`config.mk`:
```
export PLATFORM = sky130hd
export DESIGN_NAME = sorted_stack_engine
export DESIGN_NICKNAME = d
export VERILOG_FILES = /design/src/sv/sse_pkg.sv /design/src/sv/sse_dp.sv /design/src/sv/sse_ctrl.sv /design/src/sv/sorted_stack_engine.sv
export SDC_FILE = /design/constraint.sdc
export NUM_CORES = 1
export LEC_CHECK = 0
export BUFFER_PORTS_ARGS = -buffer_cell sky130_fd_sc_hd__clkbuf_2
export CAP_MARGIN = 40
export CELL_PAD_IN_SITES_DETAIL_PLACEMENT = 1
export CELL_PAD_IN_SITES_GLOBAL_PLACEMENT = 2
export CORE_ASPECT_RATIO = 0.5
export CORE_MARGIN = 2
export CORE_UTILIZATION = 40
export DETAILED_ROUTE_END_ITERATION = 10
export GPL_TIMING_DRIVEN = 0
export PLACE_DENSITY = 0.68
export SLEW_MARGIN = 20
export SYNTH_ARGS = -nofsm -noshare
export SYNTH_HDL_FRONTEND = slang
export SYNTH_SLANG_ARGS = --single-unit
```
`constraint.sdc`:
```
create_clock -name aclk -period 4.6 [get_ports aclk]
set_input_delay 0.69 -clock aclk [delete_from_list [all_inputs] [get_ports aclk]]
set_output_delay 0.69 -clock aclk [all_outputs]
set_load 0.01 [all_outputs]
```
`src/sv/sse_pkg.sv`:
```
`timescale 1ns / 1ps
`default_nettype none

package sse_pkg;

    typedef enum logic [1:0] {
        ACT_PUSH   = 2'd0,
        ACT_POP    = 2'd1,
        ACT_INSERT = 2'd2,
        ACT_SORT   = 2'd3
    } action_t;

    typedef enum logic [1:0] {
        STS_DONE  = 2'd0,
        STS_FULL  = 2'd1,
        STS_EMPTY = 2'd2
    } status_code_t;

    typedef enum logic [3:0] {
        ST_IDLE,
        ST_DISPATCH,
        ST_SORT_RD,
        ST_SORT_LD,
        ST_INS_RD,
        ST_INS_CMP,
        ST_INS_END,
        ST_TOP_RD,
        ST_RESULT
    } state_t;

    typedef enum logic [1:0] {
        RD_NONE,
        RD_SORT_K,
        RD_BELOW_IDX,
        RD_TOP
    } rd_sel_t;

    typedef enum logic [1:0] {
        WR_NONE,
        WR_PUSH,
        WR_KEY_AT_IDX,
        WR_DATA_AT_IDX
    } wr_sel_t;

    typedef struct packed {
        logic         accept;
        logic         set_status;
        status_code_t status_code;
        logic         ins_init;
        logic         sort_init;
        logic         sort_load;
        rd_sel_t      rd_sel;
        wr_sel_t      wr_sel;
        logic         idx_dec;
        logic         k_inc;
        logic         fill_inc;
        logic         fill_dec;
        logic         out_load;
    } cmd_t;

    typedef struct packed {
        action_t action;
        logic    full;
        logic    empty;
        logic    one_or_less;
        logic    idx_zero;
        logic    less;
        logic    k_last;
        logic    out_free;
    } stat_t;

    localparam int S_TDATA_BITS = 40;
    localparam int M_TDATA_BITS = 40;

endpackage

`default_nettype wire

```
`src/sv/sse_dp.sv`:
```
`timescale 1ns / 1ps
`default_nettype none

module sse_dp #(
    parameter int DEPTH        = 16,
    parameter int ELEMENT_BITS = 32
) (
    input  wire logic                               aclk,
    input  wire logic                               aresetn,
    input  wire logic [sse_pkg::S_TDATA_BITS-1:0]   s_tdata,
    input  wire sse_pkg::cmd_t                      cmd,
    output sse_pkg::stat_t                          stat,
    output logic                                    m_tvalid,
    output logic [sse_pkg::M_TDATA_BITS-1:0]        m_tdata,
    input  wire logic                               m_tready
);

    localparam int AW = (DEPTH > 1) ? $clog2(DEPTH) : 1;
    localparam int CW = $clog2(DEPTH + 1);

    logic [ELEMENT_BITS-1:0]            mem [DEPTH];
    sse_pkg::action_t                   action_reg;
    logic [ELEMENT_BITS-1:0]            key_reg;
    logic [CW-1:0]                      fill_reg;
    logic [CW-1:0]                      idx_reg;
    logic [CW-1:0]                      k_reg;
    sse_pkg::status_code_t              status_reg;
    logic [ELEMENT_BITS-1:0]            rdata_reg;
    logic                               m_tvalid_reg;
    logic [sse_pkg::M_TDATA_BITS-1:0]   m_tdata_reg;

    logic [63:0]                        value_ext;
    logic [ELEMENT_BITS-1:0]            key_in;
    logic [CW-1:0]                      idx_m1;
    logic                               wr_en;
    logic [CW-1:0]                      wr_idx;
    logic [ELEMENT_BITS-1:0]            wr_data;
    logic                               rd_en;
    logic [CW-1:0]                      rd_idx;
    logic                               empty;
    logic [63:0]                        top_wide;
    logic [31:0]                        top32;
    logic [15:0]                        fill_wide;

    // sign-extend the 32-bit value, then cut to element width
    assign value_ext = {{32{s_tdata[33]}}, s_tdata[33:2]};
    assign key_in    = value_ext[ELEMENT_BITS-1:0];
    assign idx_m1    = idx_reg - CW'(1);
    assign empty     = (fill_reg == '0);

    always_comb begin
        wr_en   = 1'b0;
        wr_idx  = idx_reg;
        wr_data = key_reg;
        unique case (cmd.wr_sel)
            sse_pkg::WR_NONE: begin
                wr_en = 1'b0;
            end
            sse_pkg::WR_PUSH: begin
                wr_en  = 1'b1;
                wr_idx = fill_reg;
            end
            sse_pkg::WR_KEY_AT_IDX: begin
                wr_en = 1'b1;
            end
            sse_pkg::WR_DATA_AT_IDX: begin
                wr_en   = 1'b1;
                wr_data = rdata_reg;
            end
            default: begin
                wr_en = 1'b0;
            end
        endcase
    end

    always_comb begin
        rd_en  = 1'b0;
        rd_idx = idx_m1;
        unique case (cmd.rd_sel)
            sse_pkg::RD_NONE: begin
                rd_en = 1'b0;
            end
            sse_pkg::RD_SORT_K: begin
                rd_en  = 1'b1;
                rd_idx = k_reg;
            end
            sse_pkg::RD_BELOW_IDX: begin
                rd_en = 1'b1;
            end
            sse_pkg::RD_TOP: begin
                rd_en  = !empty;
                rd_idx = fill_reg - CW'(1);
            end
            default: begin
                rd_en = 1'b0;
            end
        endcase
    end

    always_ff @(posedge aclk) begin
        if (wr_en) begin
            mem[wr_idx[AW-1:0]] <= wr_data;
        end
        if (rd_en) begin
            rdata_reg <= mem[rd_idx[AW-1:0]];
        end
    end

    always_ff @(posedge aclk) begin
        if (!aresetn) begin
            fill_reg     <= '0;
            m_tvalid_reg <= 1'b0;
        end else begin
            if (cmd.fill_inc) begin
                fill_reg <= fill_reg + CW'(1);
            end else if (cmd.fill_dec) begin
                fill_reg <= fill_reg - CW'(1);
            end
            if (cmd.out_load) begin
                m_tvalid_reg <= 1'b1;
            end else if (m_tready) begin
                m_tvalid_reg <= 1'b0;
            end
        end
    end

    assign top_wide  = 64'(rdata_reg);
    assign top32     = empty ? 32'd0 : top_wide[31:0];
    assign fill_wide = 16'(fill_reg);

    always_ff @(posedge aclk) begin
        if (cmd.accept) begin
            action_reg <= sse_pkg::action_t'(s_tdata[1:0]);
            status_reg <= sse_pkg::STS_DONE;
        end else if (cmd.set_status) begin
            status_reg <= cmd.status_code;
        end
        if (cmd.accept) begin
            key_reg <= key_in;
        end else if (cmd.sort_load) begin
            key_reg <= rdata_reg;
        end
        if (cmd.ins_init) begin
            idx_reg <= fill_reg;
        end else if (cmd.sort_load) begin
            idx_reg <= k_reg;
        end else if (cmd.idx_dec) begin
            idx_reg <= idx_m1;
        end
        if (cmd.sort_init) begin
            k_reg <= CW'(1);
        end else if (cmd.k_inc) begin
            k_reg <= k_reg + CW'(1);
        end
        if (cmd.out_load) begin
            m_tdata_reg <= {status_reg, fill_wide[4:0], !empty, top32};
        end
    end

    assign stat.action      = action_reg;
    assign stat.full        = (fill_reg == CW'(DEPTH));
    assign stat.empty       = empty;
    assign stat.one_or_less = (fill_reg <= CW'(1));
    assign stat.idx_zero    = (idx_reg == '0);
    assign stat.less        = ($signed(rdata_reg) < $signed(key_reg));
    assign stat.k_last      = ((k_reg + CW'(1)) == fill_reg);
    assign stat.out_free    = !m_tvalid_reg || m_tready;

    assign m_tvalid = m_tvalid_reg;
    assign m_tdata  = m_tdata_reg;

    a_fill_bound: assert property (@(posedge aclk) disable iff (!aresetn)
        fill_reg <= CW'(DEPTH))
        else $error("fill count above depth");

    a_wr_range: assert property (@(posedge aclk) disable iff (!aresetn)
        wr_en |-> (wr_idx < CW'(DEPTH)))
        else $error("write beyond stack depth");

    a_rd_wr_excl: assert property (@(posedge aclk) disable iff (!aresetn)
        !(wr_en && rd_en))
        else $error("read and write in the same cycle");

    a_out_free: assert property (@(posedge aclk) disable iff (!aresetn)
        cmd.out_load |-> (!m_tvalid_reg || m_tready))
        else $error("result overwritten before taken");

endmodule

`default_nettype wire

```
`src/sv/sse_ctrl.sv`:
```
`timescale 1ns / 1ps
`default_nettype none

module sse_ctrl (
    input  wire logic            aclk,
    input  wire logic            aresetn,
    input  wire logic            s_tvalid,
    output logic                 s_tready,
    input  wire sse_pkg::stat_t  stat,
    output sse_pkg::cmd_t        cmd
);

    sse_pkg::state_t state_reg;
    sse_pkg::state_t state_next;

    always_ff @(posedge aclk) begin
        if (!aresetn) begin
            state_reg <= sse_pkg::ST_IDLE;
        end else begin
            state_reg <= state_next;
        end
    end

    always_comb begin
        state_next = state_reg;
        unique case (state_reg)
            sse_pkg::ST_IDLE: begin
                if (s_tvalid) begin
                    state_next = sse_pkg::ST_DISPATCH;
                end
            end
            sse_pkg::ST_DISPATCH: begin
                unique case (stat.action)
                    sse_pkg::ACT_INSERT: begin
                        state_next = stat.full ? sse_pkg::ST_TOP_RD : sse_pkg::ST_INS_RD;
                    end
                    sse_pkg::ACT_SORT: begin
                        state_next = stat.one_or_less ? sse_pkg::ST_TOP_RD
                                                      : sse_pkg::ST_SORT_RD;
                    end
                    default: begin
                        state_next = sse_pkg::ST_TOP_RD;
                    end
                endcase
            end
            sse_pkg::ST_SORT_RD: begin
                state_next = sse_pkg::ST_SORT_LD;
            end
            sse_pkg::ST_SORT_LD: begin
                state_next = sse_pkg::ST_INS_RD;
            end
            sse_pkg::ST_INS_RD: begin
                state_next = stat.idx_zero ? sse_pkg::ST_INS_END : sse_pkg::ST_INS_CMP;
            end
            sse_pkg::ST_INS_CMP: begin
                state_next = stat.less ? sse_pkg::ST_INS_END : sse_pkg::ST_INS_RD;
            end
            sse_pkg::ST_INS_END: begin
                if (stat.action == sse_pkg::ACT_SORT && !stat.k_last) begin
                    state_next = sse_pkg::ST_SORT_RD;
                end else begin
                    state_next = sse_pkg::ST_TOP_RD;
                end
            end
            sse_pkg::ST_TOP_RD: begin
                state_next = sse_pkg::ST_RESULT;
            end
            sse_pkg::ST_RESULT: begin
                if (stat.out_free) begin
                    state_next = sse_pkg::ST_IDLE;
                end
            end
            default: begin
                state_next = sse_pkg::ST_IDLE;
            end
        endcase
    end

    always_comb begin
        cmd      = '0;
        s_tready = 1'b0;
        unique case (state_reg)
            sse_pkg::ST_IDLE: begin
                s_tready   = 1'b1;
                cmd.accept = s_tvalid;
            end
            sse_pkg::ST_DISPATCH: begin
                unique case (stat.action)
                    sse_pkg::ACT_PUSH: begin
                        if (stat.full) begin
                            cmd.set_status  = 1'b1;
                            cmd.status_code = sse_pkg::STS_FULL;
                        end else begin
                            cmd.wr_sel   = sse_pkg::WR_PUSH;
                            cmd.fill_inc = 1'b1;
                        end
                    end
                    sse_pkg::ACT_POP: begin
                        if (stat.empty) begin
                            cmd.set_status  = 1'b1;
                            cmd.status_code = sse_pkg::STS_EMPTY;
                        end else begin
                            cmd.fill_dec = 1'b1;
                        end
                    end
                    sse_pkg::ACT_INSERT: begin
                        if (stat.full) begin
                            cmd.set_status  = 1'b1;
                            cmd.status_code = sse_pkg::STS_FULL;
                        end else begin
                            cmd.ins_init = 1'b1;
                        end
                    end
                    sse_pkg::ACT_SORT: begin
                        cmd.sort_init = !stat.one_or_less;
                    end
                    default: begin
                        cmd.set_status = 1'b0;
                    end
                endcase
            end
            sse_pkg::ST_SORT_RD: begin
                cmd.rd_sel = sse_pkg::RD_SORT_K;
            end
            sse_pkg::ST_SORT_LD: begin
                cmd.sort_load = 1'b1;
            end
            sse_pkg::ST_INS_RD: begin
                if (stat.idx_zero) begin
                    cmd.wr_sel = sse_pkg::WR_KEY_AT_IDX;
                end else begin
                    cmd.rd_sel = sse_pkg::RD_BELOW_IDX;
                end
            end
            sse_pkg::ST_INS_CMP: begin
                if (stat.less) begin
                    cmd.wr_sel = sse_pkg::WR_KEY_AT_IDX;
                end else begin
                    cmd.wr_sel  = sse_pkg::WR_DATA_AT_IDX;
                    cmd.idx_dec = 1'b1;
                end
            end
            sse_pkg::ST_INS_END: begin
                if (stat.action == sse_pkg::ACT_SORT) begin
                    cmd.k_inc = !stat.k_last;
                end else begin
                    cmd.fill_inc = 1'b1;
                end
            end
            sse_pkg::ST_TOP_RD: begin
                cmd.rd_sel = sse_pkg::RD_TOP;
            end
            sse_pkg::ST_RESULT: begin
                cmd.out_load = stat.out_free;
            end
            default: begin
                s_tready = 1'b0;
            end
        endcase
    end

    a_cmp_after_rd: assert property (@(posedge aclk) disable iff (!aresetn)
        state_reg == sse_pkg::ST_INS_CMP |-> $past(state_reg) == sse_pkg::ST_INS_RD)
        else $error("compare without a preceding read");

    a_load_after_rd: assert property (@(posedge aclk) disable iff (!aresetn)
        state_reg == sse_pkg::ST_SORT_LD |-> $past(state_reg) == sse_pkg::ST_SORT_RD)
        else $error("sort key load without a preceding read");

endmodule

`default_nettype wire

```
`src/sv/sorted_stack_engine.sv`:
```
// flow: push, pop and refused requests go via dispatch, top read and result to m_tvalid
// sorted insert: adds a read and compare per entry shifted up and an end step; a compare
// ends the scan when it stops above the bottom. sort: per entry 1..n-1, key read and load,
// then the read and compare scan and an end step, insertion sort
// throughput: one request at a time; next request taken once the result is registered
// reset: synchronous active-low aresetn empties the stack and clears the result valid
`timescale 1ns / 1ps
`default_nettype none

module sorted_stack_engine #(
    parameter int DEPTH        = 16,
    parameter int ELEMENT_BITS = 32
) (
    input  wire logic                               aclk,
    input  wire logic                               aresetn,
    input  wire logic                               s_tvalid,
    output logic                                    s_tready,
    // action [1:0], value [33:2], zero [39:34]
    input  wire logic [sse_pkg::S_TDATA_BITS-1:0]   s_tdata,
    output logic                                    m_tvalid,
    input  wire logic                               m_tready,
    // top_value [31:0], top_valid [32], count [37:33], status [39:38]
    output logic [sse_pkg::M_TDATA_BITS-1:0]        m_tdata
);

    sse_pkg::cmd_t  cmd;
    sse_pkg::stat_t stat;

    sse_ctrl u_ctrl (
        .aclk     (aclk),
        .aresetn  (aresetn),
        .s_tvalid (s_tvalid),
        .s_tready (s_tready),
        .stat     (stat),
        .cmd      (cmd)
    );

    sse_dp #(
        .DEPTH        (DEPTH),
        .ELEMENT_BITS (ELEMENT_BITS)
    ) u_dp (
        .aclk     (aclk),
        .aresetn  (aresetn),
        .s_tdata  (s_tdata),
        .cmd      (cmd),
        .stat     (stat),
        .m_tvalid (m_tvalid),
        .m_tdata  (m_tdata),
        .m_tready (m_tready)
    );

endmodule

`default_nettype wire
```
==> key figures, run 1 <==
Power
  • Tot Pwr: 14.5 mW
  • Leakage: roughly 11 nW
  • Cell Pwr Density: roughly 470 nW/um^2
  • VDD IR max: approximately 0.00032 V

Drt
  • Via/cell ratio: between 5 and 6
  • DRC Markers: 0
  • Avg WL per Cell: approximately 26 um
  • DRT iter0 DRCs: around 1.1k
  • DRT Pass-1 Iters: 7
  • Total wire length: between 60000 and 70000 um
  • Via Count: 13.6k
  • Post-route ant nets: 0

Setup path
  • Worst EP required: between 4 and 5 ns
  • Kind of critical path: flip-flop to flip-flop
  • CP arrival: around 4.7 ns
  • CP max FO: 16
  • Worst setup SP type: flip-flop
  • Crit end category: flip-flop

STA
  • Slew @ Worst Pin: 0.848 ns
  • Max-slew violations: 0
  • Clock Skew: 0.0201 ns
  • Slew headroom: between 40% and 50%
  • Fin crit period: approximately 4.4 ns
  • Achievable Freq: roughly 0.23 GHz
  • Slack of the critical path: 0.220 ns
  • Final Hold Fails: 0
  • RSZ-0062 raised after global routing: false
  • Final period util: 95.2%
  • Final-report setup violation count: 0

Global route
  • GR Util All Layers: between 20% and 30%
  • Via count of the first global-routing pass: between 10k and 15k
  • Largest net degree at the start of global routing: 23
  • First-pass GRT wire length: a little under 100000 um
  • Overflow after GRT: 0
  • Initial antenna violation count: 1

Layout
  • Fraction of layout cells with a size suffix above 1: a little over a quarter
  • Final Util: 47.4%
  • Max reg flops: between 500 and 600
  • Area delta synth->final: 17.2%
  • Antenna Cells: 0
  • # nets final: approximately 1.7k
  • Finished Cell Area: approximately 30000 sq um

Die
  • Core area: 65000 sq um
  • Die W: 366 um
  • # IOs: 86
  • Die H: 185 um
  • Starting Density: 40.4%
  • Die area: ~68000 sq um
  • FP Rows: 66

Synth
  • Post-synth top cells: edfxtp_1, mux4_2, nand2_1, mux2i_1, inv_1
  • Sequential area share after synthesis: about 73%
  • Leading area contributor after synthesis: edfxtp_1
  • Share of the synthesized area in the top cell type: between 70% and 80%
  • Synth top area cells: edfxtp_1, mux4_2, mux2i_1
  • Yosys reg bits: 640
  • Most used flip-flop cell after synthesis: edfxtp_1
  • Synth unique cells: 57
  • Mapped Cells: between 1k and 1.5k
  • Post-synth EDFFs: slightly above 600
  • Mapped Area: 26300 sq um
  • Synth Net Count: roughly 1.5k
  • Count leader, synth: edfxtp_1
  • Avg Cell Area, Syn: 18.7 sq um
  • Synth warn: 0
  • Post-synth ARST share: 0%

Clock tree
  • Post-CTS Resized: 0
  • Clock transition at path regs: 0.07 ns
  • CTS Hold Bufs: 0
  • Depth of the CTS H-tree: 2
  • CTS tree: built
  • Sink Count: 640
  • Postcts setup bufs: 0
  • Clock Path Buffers: 3
  • Clock root buffer: clkbuf_16
  • Worst-Skew Late Latency: roughly 0.62 ns
  • Num CTS Buffers: 58

Place
  • Dpl ws: 0.0304 ns
  • Area after DPL: ~29000 sq um
  • Global placer's final weighted congestion: between 0.7 and 0.8
  • Post-DP HPWL: 46300 um
  • Number of port buffers: between 70 and 80

Flow run
  • MaxCap Viol Count: 0

Run status
  • Status: completed

Worst hold path
  • Hold WC Path Type: primary input to flip-flop
-- path summary, 6_finish.rpt --
| path | end | start | cells after the start | slack, ns |
|---|---|---|---|---|
| min | u_dp.action_reg[1] | s_tdata[1] | 1 | 0.26 |
| max reg2reg | u_dp.mem[13][30] | u_dp.rdata_reg[31] | 9 | 0.22 |
| max | u_dp.mem[13][30] | u_dp.rdata_reg[31] | 9 | 0.22 |
| min reg2reg | u_dp.m_tdata[38] | u_dp.status_reg[0] | 0 | 0.44 |
-- cells by family after synthesis --
group | count (synthesis) | share of synthesized area [%]
DFF | 640 | 72.5
muxes | 264 | 16.3
and+or+nand+nor | 253 | 4.62
buffers and inverters | 107 | 2.11
AOI/OAI and AO/OA | 86 | 2.04
adders and majority gates | 39 | 1.86
xor gates and xnor gates | 16 | 0.533
-- worst max-delay path: stages (launching register included) --
cell      delay (ns)
edfxtp_1        0.51
ha_1            0.40
nand4_1         0.25
nor4_1          0.14
a221oi_1        0.61
nand4_1         0.36
o211ai_1        0.61
buf_4           0.29
buf_2           0.36
mux2_2          0.53
-- power by group --
group	leakage, nW	switching (mW)	internal [mW]	total, mW
registers	5.76	0.0866	6.86	6.95
clock network	0.945	2.18	2.87	5.04
logic	3.84	1.54	1.02	2.56
total	10.5	3.80	10.7	14.5
-- per-layer routing --
metal | track usage (%) | part of all wire (%) | wire, um
met3 | 3.34 | 5.0 | 3340
met2 | 32.3 | 47 | 31200
met4 | 3.97 | 1.5 | 1010
met5 | 0 | 0 | 0
met1 | 29.1 | 47 | 31000
-- stage by stage --
| stage | instances | hold WS, ns | TNS, ns |
|---|---|---|---|
| 2_1_floorplan | 1405 | 0.402 | 0 |
| 3_3_place_gp | 2368 | 0.412 | -956.40 |
| 3_5_place_dp | 2411 | 0.424 | 0 |
| 4_1_cts | 2516 | 0.230 | 0 |
| 5_1_grt | 2520 | 0.229 | 0 |
| 6_report | 2520 | 0.261 | 0 |
-- final cells by class --
type                       instances  area, sq um
tap                              884         1110
fill                            6060        34200
multi-input combinational        658         6810
buffer                            63          397
inverter                          44          165
clock buffer                      74         1530
clock inverter                    31          404
timing repair buffer             126         1340
sequential                       640        19000
-- cells in the final DEF, fill, tap and decap left out, drive strengths merged, types with 12 or more instances in the layout --
cell / synthesis / final
mux2i: 102 / 102
buf: 41 / 85
edfxtp: 623 / 623
nor2: 33 / 33
and2: 35 / 35
inv: 43 / 46
ha: 39 / 39
dfxtp: 17 / 17
nand2: 126 / 126
mux2: 34 / 34
clkbuf: 22 / 178
a21oi: 29 / 29
mux4: 128 / 128
clkinv: 1 / 19
o21ai: 21 / 21
nor3: 12 / 12
(Power assumes the default switching activity.)
==> run 2: changes to the inputs <==
- CTS_BUF_LIST: not set -> sky130_fd_sc_hd__clkbuf_16
==> key figures, run 2 (synthesis results as in run 1) <==
Place
  • Inst Count DP: 2411
  • Post-DP HPWL: 46300 um
  • Global placer's final weighted congestion: between 0.7 and 0.8
  • Number of port buffers: 79
  • Dpl ws: just over 0.03 ns

Setup path
  • Worst setup SP type: flip-flop
  • Worst EP required: just under 5 ns
  • CP arrival: roughly 4.7 ns
  • CP most frequent cell: nand4_1
  • Crit path cell chain: ha_1 -> nand4_1 -> nor4_1 -> a221oi_1 -> nand4_1 -> o211ai_1 -> buf_4 -> buf_2 -> mux2_2
  • R2R Setup Slk: between 0.2 and 0.25 ns
  • CP max FO: 16
  • Critical Path Start: u_dp.rdata_reg[31]
  • Critical path's slowest cell: a221oi_1
  • Crit path max-delay family: compound AO/OA/AOI/OAI gates
  • Setup crit end: u_dp.mem[13][30]
  • Slowest stage delay, CP: ~0.62 ns
  • Kind of critical path: flip-flop to flip-flop
  • Reg-to-Reg End: u_dp.mem[13][30]
  • Crit end category: flip-flop
  • Worst flop-to-flop path startpoint: u_dp.rdata_reg[31]
  • Worst path depth: 9
  • WP buf/inv: 2
  • FF-to-FF path depth: 9

Clock tree
  • Postcts setup bufs: 0
  • Clock root buffer: clkbuf_16
  • Clock transition at path regs: 0.07 ns
  • Clock Path Buffers: 3
  • Worst-Skew Late Latency: between 0.6 and 0.7 ns
  • Depth of the CTS H-tree: 2
  • CTS tree: built
  • CTS Hold Bufs: 0
  • Num CTS Buffers: 58
  • Sink Count: 640

Layout
  • Commonest non-fill, non-tap cells in the layout: edfxtp_1, mux4_2, nand2_1, mux2i_1, clkbuf_2
  • Layout Cells excl Fill: ~2.5k
  • # nets final: 1674
  • Commonest non-fill, non-tap cell in the layout: edfxtp_1
  • Fraction of layout cells with a size suffix above 1: a little over a quarter
  • Fillers: just over 6k
  • Max reg flops: 512
  • Antenna Cells: 0
  • Final Util: 47.4%
  • Area delta synth->final: 17.2%

Drt
  • DRT iter0 DRCs: roughly 1.2k
  • Via Count: 13.6k
  • DRC Markers: 0
  • Avg WL per Cell: between 20 and 30 um
  • Via/cell ratio: roughly 5.4
  • Post-route ant nets: 0
  • Total wire length: ~67000 um
  • DRT Pass-1 Iters: 7

Power
  • Cell Pwr Density: around 470 nW/um^2
  • Leakage: roughly 11 nW
  • Seq pwr share: around 48%
  • Clock power share: between 30% and 40%
  • Switching Share: 26.3%
  • VDD IR max: about 0.00032 V
  • Gate power share: approximately 18%
  • Psw: 3.82 mW
  • Internal power: between 10 and 15 mW

STA
  • Final-report setup violation count: 0
  • Slew headroom: 41.3%
  • Setup TNS: 0 ns
  • Final hold slack: roughly 0.26 ns
  • Slack of the critical path: between 0.2 and 0.25 ns
  • RSZ-0062 raised after global routing: false
  • Max-slew violations: 0
  • Final Hold Fails: 0
  • Clock Skew: between 0.015 and 0.02 ns
  • Final period util: 95.5%
  • Achievable Freq: 0.228 GHz
  • Slew @ Worst Pin: between 0.8 and 0.9 ns
  • Fin crit period: 4.39 ns

Die
  • Core area: around 65000 sq um
  • # IOs: 86
  • Die H: ~190 um
  • Die area: just under 70000 sq um
  • Starting Density: between 40% and 50%
  • Die W: about 370 um
  • FP Rows: 66

Global route
  • Overflow after GRT: 0
  • Largest net degree at the start of global routing: 23
  • GR Util All Layers: roughly 20%
  • Via count of the first global-routing pass: 14.7k
  • First-pass GRT wire length: between 90000 and 100000 um
  • Initial antenna violation count: 1

Run status
  • Status: completed

Flow run
  • MaxCap Viol Count: 0

Worst hold path
  • Hold WC Path Type: primary input to flip-flop
==> run 2: changes by cell type in the layout (fill, tap and decap cells not counted) <==
cell	previous run	this run
clkbuf_1	34	19
inv_1	43	58
==> run 2: layout make-up <==
type / instances / area [sq um] / share of cell area (%)
Multi-Input combinational cell: 658 / 6810 / 22.1
Clock inverter: 46 / 460 / 1.50
Sequential cell: 640 / 19000 / 61.8
Clock buffer: 59 / 1480 / 4.79
Buffer: 63 / 397 / 1.29
Timing Repair Buffer: 126 / 1340 / 4.33
Inverter: 44 / 165 / 0.536
Tap cell: 884 / 1110 / 3.59
==> run 2: how the worst min path moves through the flow <==
stage | from | to | slack [ns] | cells past startpoint
2_1_floorplan | u_dp.status_reg[0] | u_dp.m_tdata[38] | 0.40 | 0
3_3_place_gp | u_dp.status_reg[0] | u_dp.m_tdata[38] | 0.41 | 0
3_5_place_dp | u_dp.status_reg[0] | u_dp.m_tdata[38] | 0.42 | 0
4_1_cts | s_tdata[1] | u_dp.action_reg[1] | 0.23 | 1
5_1_grt | s_tdata[0] | u_dp.action_reg[0] | 0.23 | 1
6_report | s_tdata[1] | u_dp.action_reg[1] | 0.26 | 1
==> run 2: worst reg2reg max path, stage by stage (launching register included) <==
cell and delay (ns):
edfxtp_1 0.51, ha_1 0.40, nand4_1 0.25, nor4_1 0.14
a221oi_1 0.62, nand4_1 0.37, o211ai_1 0.61, buf_4 0.28
buf_2 0.36, mux2_2 0.54
==> run 2: what timing repair did <==
item	CTS	global route
setup endpoints to repair	0	32
hold endpoints to repair	0	0
resized for setup	0	9
==> run 2: power groups by stage <==
stage / clock [mW] / combinational (mW) / sequential, mW
4_1_cts: 5.10 / 2.59 / 6.95
2_1_floorplan: 0 / 1.66 / 7.04
5_1_grt: 5.33 / 2.79 / 6.97
3_5_place_dp: 0 / 2.57 / 7.08
6_report: 5.02 / 2.56 / 6.95
3_3_place_gp: 0 / 2.39 / 7.08
==> run 2: through the flow <==
step	cell area, sq um	total power, mW
2_1_floorplan	26300	8.70
3_3_place_gp	27800	9.47
3_5_place_dp	28800	9.65
4_1_cts	30800	14.6
5_1_grt	30800	15.1
6_report	30800	14.5
==> run 2: per-layer routing <==
| layer | routed length, um | track usage [%] | vias up |
|---|---|---|---|
| met5 | 0 | 0 | - |
| met4 | 996 | 3.97 | 0 |
| met3 | 3140 | 3.34 | 74 |
| met2 | 31200 | 32.3 | 319 |
| met1 | 31300 | 29.1 | 7277 |
| li1 | - | - | 5949 |
